`src/sv/batch_flush_controller_unit_macros.svh`:
```
// Assertion macros for the batch flush controller.
// Used by the top level; no other dependencies.
`ifndef BATCH_FLUSH_CONTROLLER_UNIT_MACROS_SVH
`define BATCH_FLUSH_CONTROLLER_UNIT_MACROS_SVH

// Same-cycle implication, disabled while reset is asserted.
`define BFC_ASSERT_IMPL(label, clk, rst_n, ante, cons) \
    label: assert property (@(posedge clk) disable iff (!(rst_n)) (ante) |-> (cons)) \
        else $error("batch flush controller check failed");

// Next-cycle implication, disabled while reset is asserted.
`define BFC_ASSERT_NEXT(label, clk, rst_n, ante, cons) \
    label: assert property (@(posedge clk) disable iff (!(rst_n)) (ante) |=> (cons)) \
        else $error("batch flush controller check failed");

`endif

```
`src/sv/bfc_pkg.sv`:
```
// Package for the batch flush controller: field widths, command and status
// codes, batch geometry constants. No dependencies.
`timescale 1ns / 1ps

package bfc_pkg;

    localparam int CMD_W     = 2;
    localparam int LEN_W     = 16;
    localparam int TIME_W    = 64;
    localparam int STATUS_W  = 2;
    localparam int RECORDS_W = 16;
    localparam int BYTES_W   = 11;
    localparam int DROPS_W   = 32;
    localparam int CAP_W     = 16;
    localparam int AGE_W     = 32;
    localparam int BUDGET_W  = 42;
    localparam int CFG_IDX_W = 1;
    localparam int CFG_DAT_W = 32;

    localparam int HEADER_LEN       = 24;
    localparam int RECORD_FIXED_LEN = 32;
    localparam int MAX_BATCH_LEN    = 1400;
    localparam int MAX_RECORD_DATA  = 1344;
    localparam int US_PER_MS        = 1000;

    localparam int DEFAULT_RECORD_CAP    = 32;
    localparam int DEFAULT_AGE_BUDGET_MS = 100;

    typedef logic [CMD_W-1:0]    t_cmd;
    typedef logic [STATUS_W-1:0] t_status;

    localparam t_cmd CMD_APPEND = 2'd0;
    localparam t_cmd CMD_CHECK  = 2'd1;
    localparam t_cmd CMD_CLEAR  = 2'd2;

    localparam t_status ST_OK        = 2'd0;
    localparam t_status ST_FULL      = 2'd1;
    localparam t_status ST_TOO_LARGE = 2'd2;

    localparam logic [CFG_IDX_W-1:0] REG_RECORD_CAP    = 1'd0;
    localparam logic [CFG_IDX_W-1:0] REG_AGE_BUDGET_MS = 1'd1;

endpackage

```
`src/sv/bfc_req_if.sv`:
```
// Request channel of the batch flush controller: valid/ready plus one item.
// Depends on bfc_pkg.
`timescale 1ns / 1ps

interface bfc_req_if
    import bfc_pkg::*;
();
    logic                valid;
    logic                ready;
    t_cmd                cmd;
    logic [LEN_W-1:0]    record_len;
    logic [TIME_W-1:0]   record_time_us;
    logic [TIME_W-1:0]   now_us;

    modport source (output valid, cmd, record_len, record_time_us, now_us, input ready);
    modport sink   (input valid, cmd, record_len, record_time_us, now_us, output ready);
endinterface

```
`src/sv/bfc_rsp_if.sv`:
```
// Result channel of the batch flush controller: valid/ready plus one result.
// Depends on bfc_pkg.
`timescale 1ns / 1ps

interface bfc_rsp_if
    import bfc_pkg::*;
();
    logic                 valid;
    logic                 ready;
    t_status              status;
    logic                 flush_due;
    logic [RECORDS_W-1:0] batch_records;
    logic [BYTES_W-1:0]   batch_bytes;
    logic [DROPS_W-1:0]   dropped_count;

    modport source (output valid, status, flush_due, batch_records, batch_bytes,
                    dropped_count, input ready);
    modport sink   (input valid, status, flush_due, batch_records, batch_bytes,
                    dropped_count, output ready);
endinterface

```
`src/sv/batch_flush_controller_unit.sv`:
```
// Batch flush controller top level: input register, admission/flush logic,
// result register. Depends on bfc_pkg, bfc_req_if, bfc_rsp_if and the macros.
`timescale 1ns / 1ps
`include "batch_flush_controller_unit_macros.svh"

// Usage
//   i_req  : request items (append, check flush due, clear batch), transfer on
//            valid && ready.
//   o_rsp  : one result per request, in order, transfer on valid && ready.
//   i_cfg_*: register writes (record cap, age budget), applied at the clock
//            edge; write only while no request is in flight.
// Order: a transferred request loads the input register; the result register
// and the batch state then load together from the input register.
// Throughput: one request per cycle while the receiver takes results; the
// state update, a 64-bit age subtract and compare, is the combinational
// path between the two registers.
// Reset (synchronous, active low) empties both registers, starts an empty
// batch, clears the drop counter and loads the default register values.
// When the receiver stalls, the result register holds and the input register
// takes one more request; ready then drops until the result moves.
module batch_flush_controller_unit
    import bfc_pkg::*;
(
    input  logic                 i_clk,
    input  logic                 i_rst_n,
    bfc_req_if.sink              i_req,
    bfc_rsp_if.source            o_rsp,
    input  logic                 i_cfg_we,
    input  logic [CFG_IDX_W-1:0] i_cfg_idx,
    input  logic [CFG_DAT_W-1:0] i_cfg_data
);

    // configuration
    logic [CAP_W-1:0]     r_cap;
    logic [BUDGET_W-1:0]  r_budget_us;
    logic [CAP_W-1:0]     w_cap_wr;
    logic [AGE_W-1:0]     w_age_wr;

    // input register
    logic                 r_in_valid;
    t_cmd                 r_in_cmd;
    logic [LEN_W-1:0]     r_in_len;
    logic [TIME_W-1:0]    r_in_time;
    logic [TIME_W-1:0]    r_in_now;

    // batch state
    logic [BYTES_W-1:0]   r_bytes,   n_bytes;
    logic [RECORDS_W-1:0] r_records, n_records;
    logic [TIME_W-1:0]    r_first,   n_first;
    logic [DROPS_W-1:0]   r_drops,   n_drops;

    // result register
    logic                 r_out_valid;
    t_status              r_out_status, n_status;
    logic                 r_out_due,    n_due;

    logic                 w_adv_out;
    logic                 w_adv_in;
    logic                 w_too_large;
    logic                 w_full;
    logic [LEN_W:0]       w_need;
    logic                 w_size_due;
    logic [TIME_W:0]      w_age;

    assign w_adv_out   = r_in_valid && (!r_out_valid || o_rsp.ready);
    assign w_adv_in    = !r_in_valid || w_adv_out;
    assign i_req.ready = w_adv_in;

    assign w_cap_wr = i_cfg_data[CAP_W-1:0];
    assign w_age_wr = i_cfg_data[AGE_W-1:0];

    always_ff @(posedge i_clk) begin
        if (!i_rst_n) begin
            r_cap       <= CAP_W'(DEFAULT_RECORD_CAP);
            r_budget_us <= BUDGET_W'(DEFAULT_AGE_BUDGET_MS * US_PER_MS);
        end else if (i_cfg_we) begin
            unique case (i_cfg_idx)
                REG_RECORD_CAP: begin
                    r_cap <= (w_cap_wr == '0) ? CAP_W'(DEFAULT_RECORD_CAP) : w_cap_wr;
                end
                REG_AGE_BUDGET_MS: begin
                    // keep the budget in microseconds so the item path only compares
                    r_budget_us <= (w_age_wr == '0)
                        ? BUDGET_W'(DEFAULT_AGE_BUDGET_MS * US_PER_MS)
                        : BUDGET_W'(w_age_wr) * BUDGET_W'(US_PER_MS);
                end
                default: begin
                end
            endcase
        end
    end

    always_ff @(posedge i_clk) begin
        if (!i_rst_n) begin
            r_in_valid <= 1'b0;
        end else if (w_adv_in) begin
            r_in_valid <= i_req.valid;
        end
    end

    always_ff @(posedge i_clk) begin
        if (w_adv_in) begin
            r_in_cmd  <= i_req.cmd;
            r_in_len  <= i_req.record_len;
            r_in_time <= i_req.record_time_us;
            r_in_now  <= i_req.now_us;
        end
    end

    assign w_too_large = r_in_len > LEN_W'(MAX_RECORD_DATA);
    assign w_need      = (LEN_W+1)'(r_bytes) + (LEN_W+1)'(RECORD_FIXED_LEN)
                       + (LEN_W+1)'(r_in_len);
    assign w_full      = (r_records >= r_cap) || (w_need > (LEN_W+1)'(MAX_BATCH_LEN));
    assign w_size_due  = (BYTES_W+1)'(r_bytes) + (BYTES_W+1)'(RECORD_FIXED_LEN)
                       > (BYTES_W+1)'(MAX_BATCH_LEN);
    // top bit set means the clock is behind the batch stamp
    assign w_age       = {1'b0, r_in_now} - {1'b0, r_first};

    always_comb begin
        n_bytes   = r_bytes;
        n_records = r_records;
        n_first   = r_first;
        n_drops   = r_drops;
        n_status  = ST_OK;
        n_due     = 1'b0;
        unique case (r_in_cmd)
            CMD_APPEND: begin
                if (w_too_large) begin
                    n_drops  = r_drops + DROPS_W'(1);
                    n_status = ST_TOO_LARGE;
                end else if (w_full) begin
                    n_status = ST_FULL;
                end else begin
                    if (r_records == '0) begin
                        n_first = r_in_time;
                    end
                    n_bytes   = w_need[BYTES_W-1:0];
                    n_records = r_records + RECORDS_W'(1);
                end
            end
            CMD_CHECK: begin
                if (r_records != '0) begin
                    n_due = (r_records >= r_cap) || w_size_due
                         || (!w_age[TIME_W] && (w_age[TIME_W-1:0] >= TIME_W'(r_budget_us)));
                end
            end
            CMD_CLEAR: begin
                n_bytes   = BYTES_W'(HEADER_LEN);
                n_records = '0;
                n_first   = '0;
            end
            default: begin
            end
        endcase
    end

    always_ff @(posedge i_clk) begin
        if (!i_rst_n) begin
            r_bytes     <= BYTES_W'(HEADER_LEN);
            r_records   <= '0;
            r_first     <= '0;
            r_drops     <= '0;
            r_out_valid <= 1'b0;
        end else begin
            if (w_adv_out) begin
                r_bytes   <= n_bytes;
                r_records <= n_records;
                r_first   <= n_first;
                r_drops   <= n_drops;
            end
            // hold the result while the receiver stalls
            if (!r_out_valid || o_rsp.ready) begin
                r_out_valid <= r_in_valid;
            end
        end
    end

    always_ff @(posedge i_clk) begin
        if (w_adv_out) begin
            r_out_status <= n_status;
            r_out_due    <= n_due;
        end
    end

    assign o_rsp.valid         = r_out_valid;
    assign o_rsp.status        = r_out_status;
    assign o_rsp.flush_due     = r_out_due;
    assign o_rsp.batch_records = r_records;
    assign o_rsp.batch_bytes   = r_bytes;
    assign o_rsp.dropped_count = r_drops;

    `BFC_ASSERT_IMPL(a_empty_batch, i_clk, i_rst_n, r_records == '0,
        r_bytes == BYTES_W'(HEADER_LEN) && r_first == '0)
    `BFC_ASSERT_NEXT(a_drop_count, i_clk, i_rst_n,
        w_adv_out && r_in_cmd == CMD_APPEND && w_too_large,
        r_drops == $past(r_drops) + DROPS_W'(1))
    `BFC_ASSERT_IMPL(a_due_needs_records, i_clk, i_rst_n, r_out_valid && r_out_due,
        r_out_status == ST_OK && r_records != '0)

endmodule

```
`src/flat_wrapper.sv`:
```
// flat-port wrapper written by rule: the top's interface ports become plain ports
module batch_flush_controller_unit_flat import bfc_pkg::*;
  (i_clk, i_rst_n, i_cfg_we, i_cfg_idx, i_cfg_data, i_req_valid, i_req_cmd, i_req_record_len, i_req_record_time_us, i_req_now_us, i_req_ready, o_rsp_valid, o_rsp_status, o_rsp_flush_due, o_rsp_batch_records, o_rsp_batch_bytes, o_rsp_dropped_count, o_rsp_ready);
  bfc_req_if i_req_i ();
  bfc_rsp_if o_rsp_i ();
  input  logic i_clk;
  input  logic i_rst_n;
  input  logic i_cfg_we;
  input  logic [CFG_IDX_W-1:0] i_cfg_idx;
  input  logic [CFG_DAT_W-1:0] i_cfg_data;
  input wire logic [$bits(i_req_i.valid)-1:0] i_req_valid;
  input wire logic [$bits(i_req_i.cmd)-1:0] i_req_cmd;
  input wire logic [$bits(i_req_i.record_len)-1:0] i_req_record_len;
  input wire logic [$bits(i_req_i.record_time_us)-1:0] i_req_record_time_us;
  input wire logic [$bits(i_req_i.now_us)-1:0] i_req_now_us;
  output wire logic [$bits(i_req_i.ready)-1:0] i_req_ready;
  output wire logic [$bits(o_rsp_i.valid)-1:0] o_rsp_valid;
  output wire logic [$bits(o_rsp_i.status)-1:0] o_rsp_status;
  output wire logic [$bits(o_rsp_i.flush_due)-1:0] o_rsp_flush_due;
  output wire logic [$bits(o_rsp_i.batch_records)-1:0] o_rsp_batch_records;
  output wire logic [$bits(o_rsp_i.batch_bytes)-1:0] o_rsp_batch_bytes;
  output wire logic [$bits(o_rsp_i.dropped_count)-1:0] o_rsp_dropped_count;
  input wire logic [$bits(o_rsp_i.ready)-1:0] o_rsp_ready;
  assign i_req_i.valid = i_req_valid;
  assign i_req_i.cmd = i_req_cmd;
  assign i_req_i.record_len = i_req_record_len;
  assign i_req_i.record_time_us = i_req_record_time_us;
  assign i_req_i.now_us = i_req_now_us;
  assign i_req_ready = i_req_i.ready;
  assign o_rsp_valid = o_rsp_i.valid;
  assign o_rsp_status = o_rsp_i.status;
  assign o_rsp_flush_due = o_rsp_i.flush_due;
  assign o_rsp_batch_records = o_rsp_i.batch_records;
  assign o_rsp_batch_bytes = o_rsp_i.batch_bytes;
  assign o_rsp_dropped_count = o_rsp_i.dropped_count;
  assign o_rsp_i.ready = o_rsp_ready;
  batch_flush_controller_unit u_core (.i_clk(i_clk), .i_rst_n(i_rst_n), .i_req(i_req_i), .o_rsp(o_rsp_i), .i_cfg_we(i_cfg_we), .i_cfg_idx(i_cfg_idx), .i_cfg_data(i_cfg_data));
endmodule
```
`config.mk`:
```
export PLATFORM = sky130hd
export DESIGN_NAME = batch_flush_controller_unit_flat
export DESIGN_NICKNAME = d
export VERILOG_FILES = /design/src/sv/bfc_pkg.sv /design/src/sv/bfc_req_if.sv /design/src/sv/bfc_rsp_if.sv /design/src/sv/batch_flush_controller_unit.sv /design/src/flat_wrapper.sv
export VERILOG_INCLUDE_DIRS = /design/src /design/src/sv
export SDC_FILE = /design/constraint.sdc
export NUM_CORES = 1
export LEC_CHECK = 0
export ABC_AREA = 1
export BUFFER_PORTS_ARGS = -buffer_cell sky130_fd_sc_hd__buf_2
export CELL_PAD_IN_SITES_DETAIL_PLACEMENT = 1
export CELL_PAD_IN_SITES_GLOBAL_PLACEMENT = 1
export CORE_MARGIN = 8
export CORE_UTILIZATION = 36
export CTS_CLUSTER_SIZE = 24
export DETAILED_ROUTE_END_ITERATION = 10
export HOLD_SLACK_MARGIN = 0.08
export PLACE_DENSITY = 0.65
export REMOVE_ABC_BUFFERS = 1
export SETUP_SLACK_MARGIN = 0.02
export SYNTH_ARGS = -nofsm -noshare
export SYNTH_HDL_FRONTEND = slang
export SYNTH_SLANG_ARGS = --single-unit
```
`constraint.sdc`:
```
create_clock -name i_clk -period 15.5 [get_ports i_clk]
set_input_delay 4.65 -clock i_clk [delete_from_list [all_inputs] [get_ports i_clk]]
set_output_delay 4.65 -clock i_clk [all_outputs]
set_load 0.01 [all_outputs]
```
# Yosys cells after proc, flatten, opt, wreduce, memory -nomap -nowiden
# Index checks and enable logic that the tools add are counted.
# totals
out_inout_bits,64
inputBits,184
ff_bits,332
# classes
addsub,6
n_lt_le_gt_ge,5
n_bitwise,2
multipliers,1
muxes,14
eq_ne,5
n_reduce_logical,23
# op_table
operator,n
2-to-1 mux 64 bit,3
one-hot mux 64 bit (2 select lines),1
subtractor 64 x 64 -> 65 bit,1
>= comparator 64 x 42 -> 1 bit,1
2-to-1 mux 16 bit,3
2-to-1 mux 42 bit,1
multiplier 32 x 7 -> 39 bit (second input constant),1
adder 32 x 1 -> 32 bit (second input constant),1
zero test 16 bit,2
zero test 32 bit,1
one-hot mux 16 bit (2 select lines),1
adder 11 x 6 -> 12 bit (second input constant),2
2-to-1 mux 11 bit,2
one-hot mux 11 bit (2 select lines),1
adder 17 x 16 -> 17 bit,1
> comparator 17 x 11 -> 1 bit (second input constant),1
adder 16 x 1 -> 16 bit (second input constant),1
>= comparator 16 bit,1
> comparator 16 x 11 -> 1 bit (second input constant),1
nonzero test 16 bit,1
> comparator 12 x 11 -> 1 bit (second input constant),1
AND reduction 2 bit,3
logical OR 1 bit,5
AND reduction 5 bit,1
other kinds (14),19

# Logic depth before layout (Yosys ltp)
# Gate-level depths: netlist of run 1.
# logic_depth
depth_word,7
depth_mapped,28
ltp_nobuf,28

# Worst setup path before layout of run 1
# Ideal clock, no wire load.
# synth_timing
path_kind,input -> output
from,input port o_rsp_ready
to,output port i_req_ready
path_buffers,0
path_stages,2
path_slack_ps,2758
arrival_ps,8092
required_ps,10850
cell_sequence,inv_1 nand3_1
# synth_between
elab_chain_len,3
# synth_lines
item,line_no,text
start: declaration,flat_wrapper.sv:23,input wire logic [$bits(o_rsp_i.ready)-1:0] o_rsp_ready;
logical OR 1 bit,batch_flush_controller_unit.sv:65,assign w_adv_out = r_in_valid && (!r_out_valid || o_rsp.ready);
logical AND 1 bit,batch_flush_controller_unit.sv:65,
logical OR 1 bit,batch_flush_controller_unit.sv:66,assign w_adv_in = !r_in_valid || w_adv_out;
end: declaration,flat_wrapper.sv:16,output wire logic [$bits(i_req_i.ready)-1:0] i_req_ready;
# Every way passes these cells.

# Worst setup path after layout of run 1
# Ends and elaborated chain as after synthesis.

==> metrics, run 1 <==
DRC 0; hold_ws 0.4640 ns; number of synthesized register bits 329; startpoint types primary input; Area contributors post-synth edfxtp_1 (17%), nand2_1 (14%), dfxtp_1 (14%); maximum clock rate 0.09913 GHz; die height 287.0 um; Synth Flop Type dfxtp_1; Leak Pwr 0.01463 uW; hpwl dp 72150 um; minimum clock period 10.09 ns; Reg clk slew, reported paths 0.06 ns; critical path class in2out; Total Nets Final 4425; commonest cells in the netlist nand2_1 (996), inv_1 (674), nor2_1 (381); Fin. Hold Viols 0; initial core utilization 36.30%; hold buffer count at cts 0; Fin Clk Skew 0.02981 ns; gp weighted congestion 0.9009; Slew headroom 29.86%; Reg area 8078 um2; Die Width 287.0 um; leading area contributor after synthesis edfxtp_1; Vias 23870; post-cts sizing count 0; worst path arrival time 5.44 ns; Final ANT Viol Nets 0; area of the core 72830 um2; Worst Path Buf+Inv 3; fill count 9310; largest net degree at the start of global routing 79; routed len/inst 18.01 um; number of buffers created by CTS 40; top-area cell type share of the netlist area 16.92%; TritonRoute pass-1 iters 5; WP data required 10.85 ns; outcome complete, no violations; layout cells sized above 1 9.188%; Worst Hold Class reg2reg; Post-Synthesis Cells 3658; Post-synth EDFFs 149; die footprint 82370 um2; first-pass GRT wire length 140000 um; most frequent cell on the critical path buf_2; crit end category output pin; initial DRC count 1049; setup ws final 5.413 ns; antenna violations before repair 20; top-count cell post-synth nand2_1; FP Rows 99; Clk Latency, worst-skew pair 0.58 ns; library cells used by synthesis 50; Sink Count 329; number of vias per cell 4.885; Pins Over Slew Limit 0; RSZ-0062 raised after global routing false; Sum Neg Setup Slack 0 ns; Worst Max-Slew Pin Slew 1.052 ns; CP delay by family, top buffers and inverters; CP Max Fanout 22; synthesized area 26440 um2; Max Cap Viol 0; Peak VDD IR 0.09646 mV; vias in the first global route 25220; H-tree levels 2; Final Core Density 41.27%; CP max-delay cell nand3_4; CP cell instances buf_2 -> inv_1 -> nand3_4 -> buf_2; synth warn 0; port bufs 247; CTS Root Cell clkbuf_16; final instance area 30060 um2; Overall Global Routing Usage 21.22%; synthesized area per cell 7.227 um2; Largest stage delay, worst path 0.31 ns; post-synthesis sequential area ratio 30.55%; fin crit share 65.08%; routed wire length 88010 um; grt total ovfl 0; CTS tree built; Layout area overhead 13.70%; Synth async-reset ratio 0%; area of the multi-input gates 15520 um2; Setup Viol. Count Final 0; # IOs 248; Power per Cell Area 125.1 nW/um2; Placed Instance Area 28670 um2; pre-CTS setup slack 5.370 ns; post-CTS setup buffers 0; clock buffer depth 3
## cell type report
type                       instances  area share (%)
clock inverter                    24          0.9532
multi-input combinational       2576           51.63
antenna                            9         0.07493
clock buffer                      50           3.592
inverter                         682           8.517
tap                              959           3.992
sequential                       329           26.87
timing repair buffer             257           4.371
## sequential cells by signal (all words and copies together) (netlist names), 11 cells and up
| register | flops |
|---|---|
| u_core.o_rsp.dropped_count | 32 |
| u_core.o_rsp.batch_bytes | 11 |
| u_core.o_rsp.batch_records | 16 |
| u_core.r_cap | 16 |
| u_core.r_budget_us | 39 |
| u_core.r_in_time | 64 |
| u_core.r_in_len | 16 |
| u_core.r_in_now | 64 |
| u_core.r_first | 64 |
## tightest hold or removal path, stage by stage (launching register included)
cell and delay [ns]:
dfxtp_1 0.31, nand2_1 0.06, a21oi_1 0.05
## logic make-up after synthesis
| kind of cell | after synthesis | share of synthesized area [%] |
|---|---|---|
| flip-flops | 329 | 30.55 |
| adder cells (fa/ha/maj) | 355 | 20.21 |
| AO/OA/AOI/OAI | 434 | 9.049 |
| buffers and inverters | 753 | 10.83 |
| XOR/XNOR | 76 | 2.518 |
| AND/OR/NAND/NOR | 1711 | 26.84 |
## power by group
| group | internal, uW | switching, uW | leakage (uW) |
|---|---|---|---|
| clock network | 582 | 406 | 0.000667 |
| logic | 634 | 1120 | 0.0109 |
| registers | 978 | 36.9 | 0.00303 |
| total | 2190 | 1570 | 0.0146 |
## layout by cell type, fill, tap and decap left out, types with 6 or more instances in the layout
master	Yosys	layout
nand2_1	996	995
inv_1	674	673
nor2_1	381	380
a21oi_1	251	251
buf_2	6	246
ha_1	235	235
dfxtp_1	180	180
edfxtp_1	149	149
nand3_1	132	131
fa_1	120	120
nand4_1	88	88
o21ai_0	87	87
xor2_1	57	57
nor3_1	44	44
clkbuf_16	0	41
o21bai_1	21	21
nor4_1	21	21
xnor2_1	19	19
a211oi_1	17	17
a31oi_1	16	16
or2_2	14	14
nand3b_1	12	12
clkinv_2	0	12
buf_4	4	11
diode_2	0	9
a21o_1	8	8
inv_2	7	8
clkbuf_1	52	7
o21a_1	6	6
o22ai_1	6	6
## metal layers
metal  GRT usage, %  vias up  wire [um]
met3          4.023      108       3766
met5              0        -        109
li1               -    12090          -
met1          28.05    11330      40990
met2          36.07      328      41740
met4          4.050       16       1405
## final timing paths
| kind | endpoint | slack (ns) | from | depth (start not counted) |
|---|---|---|---|---|
| max | i_req_ready | 5.41 | o_rsp_ready | 4 |
| min | u_core.r_budget_us[40]$_SDFFE_PN0P_ | 0.46 | u_core.r_budget_us[40]$_SDFFE_PN0P_ | 2 |
| max reg2reg | u_core.o_rsp.flush_due$_SDFFCE_PN0P_ | 10.69 | u_core.r_in_now[29]$_DFFE_PP_ | 25 |
| min reg2reg | u_core.r_budget_us[40]$_SDFFE_PN0P_ | 0.46 | u_core.r_budget_us[40]$_SDFFE_PN0P_ | 2 |
## through the flow
| stage | cells | power [uW] |
|---|---|---|
| 2_1_floorplan | 3587 | 2276 |
| 3_3_place_gp | 4803 | 2769 |
| 3_5_place_dp | 4803 | 2801 |
| 4_1_cts | 4877 | 3818 |
| 5_1_grt | 4878 | 4106 |
| 6_report | 4886 | 3761 |
Note: power is estimated with default switching activity, not from simulation.
==> run 2, diff against run 1 <==
clock period = 10.5 ns   (was 15.5 ns; I/O delays follow)
==> metrics, run 2 (synthesis results as in run 1) <==
outcome complete, no violations; RSZ-0062 raised after global routing false; Worst Max-Slew Pin Slew 0.9905 ns; first-pass GRT wire length 140100 um; Total Nets Final 4426; Layout Cells excl Fill 4892; Slew headroom 33.97%; grt total ovfl 0; Power per Cell Area 185.5 nW/um2; Worst Setup SP i_cfg_data[5]; Vias 23920; CP Max Fanout 6; CP cell instances buf_2 -> inv_1 -> fa_1 -> fa_1 -> inv_1 -> fa_1 -> inv_1 -> fa_1 -> inv_1 -> ha_1 -> a21oi_1 -> o21ai_0 -> a21oi_1 -> o21ai_0 -> a21oi_1 -> o21ai_0 -> o21ai_0 -> a21oi_1; die footprint 82370 um2; Fin Clk Skew 0.02879 ns; hold_ws 0.4664 ns; Final ANT Viol Nets 0; CTS tree built; number of vias per cell 4.890; crit end category flop; Die Width 287.0 um; WP depth 18; Sum Neg Setup Slack 0 ns; placed cell count 4803; Worst R2R Path Depth 21; routed len/inst 18.12 um; hpwl dp 73160 um; most frequent cells in the layout nand2_1 (995), inv_1 (673), nor2_1 (380); fin crit share 69.56%; Hold Path Stages 2; initial DRC count 1125; H-tree levels 2; Overall Global Routing Usage 21.22%; Fin. Hold Viols 0; Reg clk slew, reported paths 0.06 ns; Layout area overhead 13.91%; DRC 0; Final Total Pwr 5587 uW; startpoint types primary input; Worst Path Buf+Inv 5; worst path arrival time 7.70 ns; post-cts sizing count 0; Peak VDD IR 0.1293 mV; layout cells sized above 1 9.158%; number of buffers created by CTS 41; WP data required 10.90 ns; die height 287.0 um; # IOs 248; TritonRoute pass-1 iters 7; CP max-delay cell fa_1; Pins Over Slew Limit 0; port bufs 247; most common cell after layout, fill and taps aside nand2_1; RR Startpoint u_core.o_rsp.batch_bytes[5]$_SDFFE_PN0P_; setup ws final 3.196 ns; Largest regs u_core.r_first (64), u_core.r_in_now (64), u_core.r_in_time (64); Worst Hold Class reg2reg; gp weighted congestion 0.9128; routed wire length 88650 um; Clk Latency, worst-skew pair 0.58 ns; Setup Viol. Count Final 0; worst min-delay path startpoint u_core.r_budget_us[4]$_SDFFE_PN0P_; Max Cap Viol 0; FP Rows 99; Leak Pwr 0.01465 uW; antenna violations before repair 23; Largest stage delay, worst path 0.51 ns; initial core utilization 36.30%; clock buffer depth 3; critical path class in2reg; CP delay by family, top adder cells; minimum clock period 7.304 ns; maximum clock rate 0.1369 GHz; post-CTS setup buffers 0; Sink Count 329; hold buffer count at cts 0; largest net degree at the start of global routing 79; area of the core 72830 um2; CTS Root Cell clkbuf_16; vias in the first global route 25370; pre-CTS setup slack 2.587 ns
[run 2: where the power goes]
part           switching, uW  internal, uW
combinational           1680           934
sequential              61.0          1440
clock                    599           872
total                   2340          3250
[run 2: area by class of cell]
type | count | area [um2]
clock inverter | 23 | 280.3
sequential | 329 | 8078
inverter | 682 | 2560
multi-input combinational | 2576 | 15520
tap | 959 | 1200
fill | 9303 | 42720
timing repair buffer | 257 | 1314
clock buffer | 53 | 1132
antenna | 13 | 32.53
[run 2: worst paths after layout]
path                                    endpoint  slack (ns)
max          u_core.r_budget_us[27]$_SDFFE_PN0P_        3.20
min reg2reg   u_core.r_budget_us[4]$_SDFFE_PN0P_        0.47
max reg2reg      u_core.r_first[18]$_SDFFE_PN0P_        5.48
min           u_core.r_budget_us[4]$_SDFFE_PN0P_        0.47
[run 2: metal layers]
metal  routed length (um)  part of all wire, %  track usage (%)  up-vias
li1                     -                    -                -    12100
met1                41170                   46            27.91    11350
met2                41490                   47            35.98      333
met3                 3929                  4.4            3.912      117
met4                 1939                  2.2            4.792       18
met5                  111                 0.13                0        -
[run 2: metrics by stage]
step                utilization [%]  area, um2
floorplan                         -      26130
global placement              39.36      28670
detailed placement            39.36      28670
CTS                           41.30      30080
global route                  41.32      30100
finish                        41.35      30120
[run 2: worst register-to-register path, delay by kind of cell (launching register included)]
kind	cells	cell delay (ns)
AND/OR/NAND/NOR	15	2.71
buffers and inverters	2	0.69
adder cells (fa/ha/maj)	2	0.60
flip-flops	1	0.45
AO/OA/AOI/OAI	1	0.23
XOR/XNOR	1	0.20
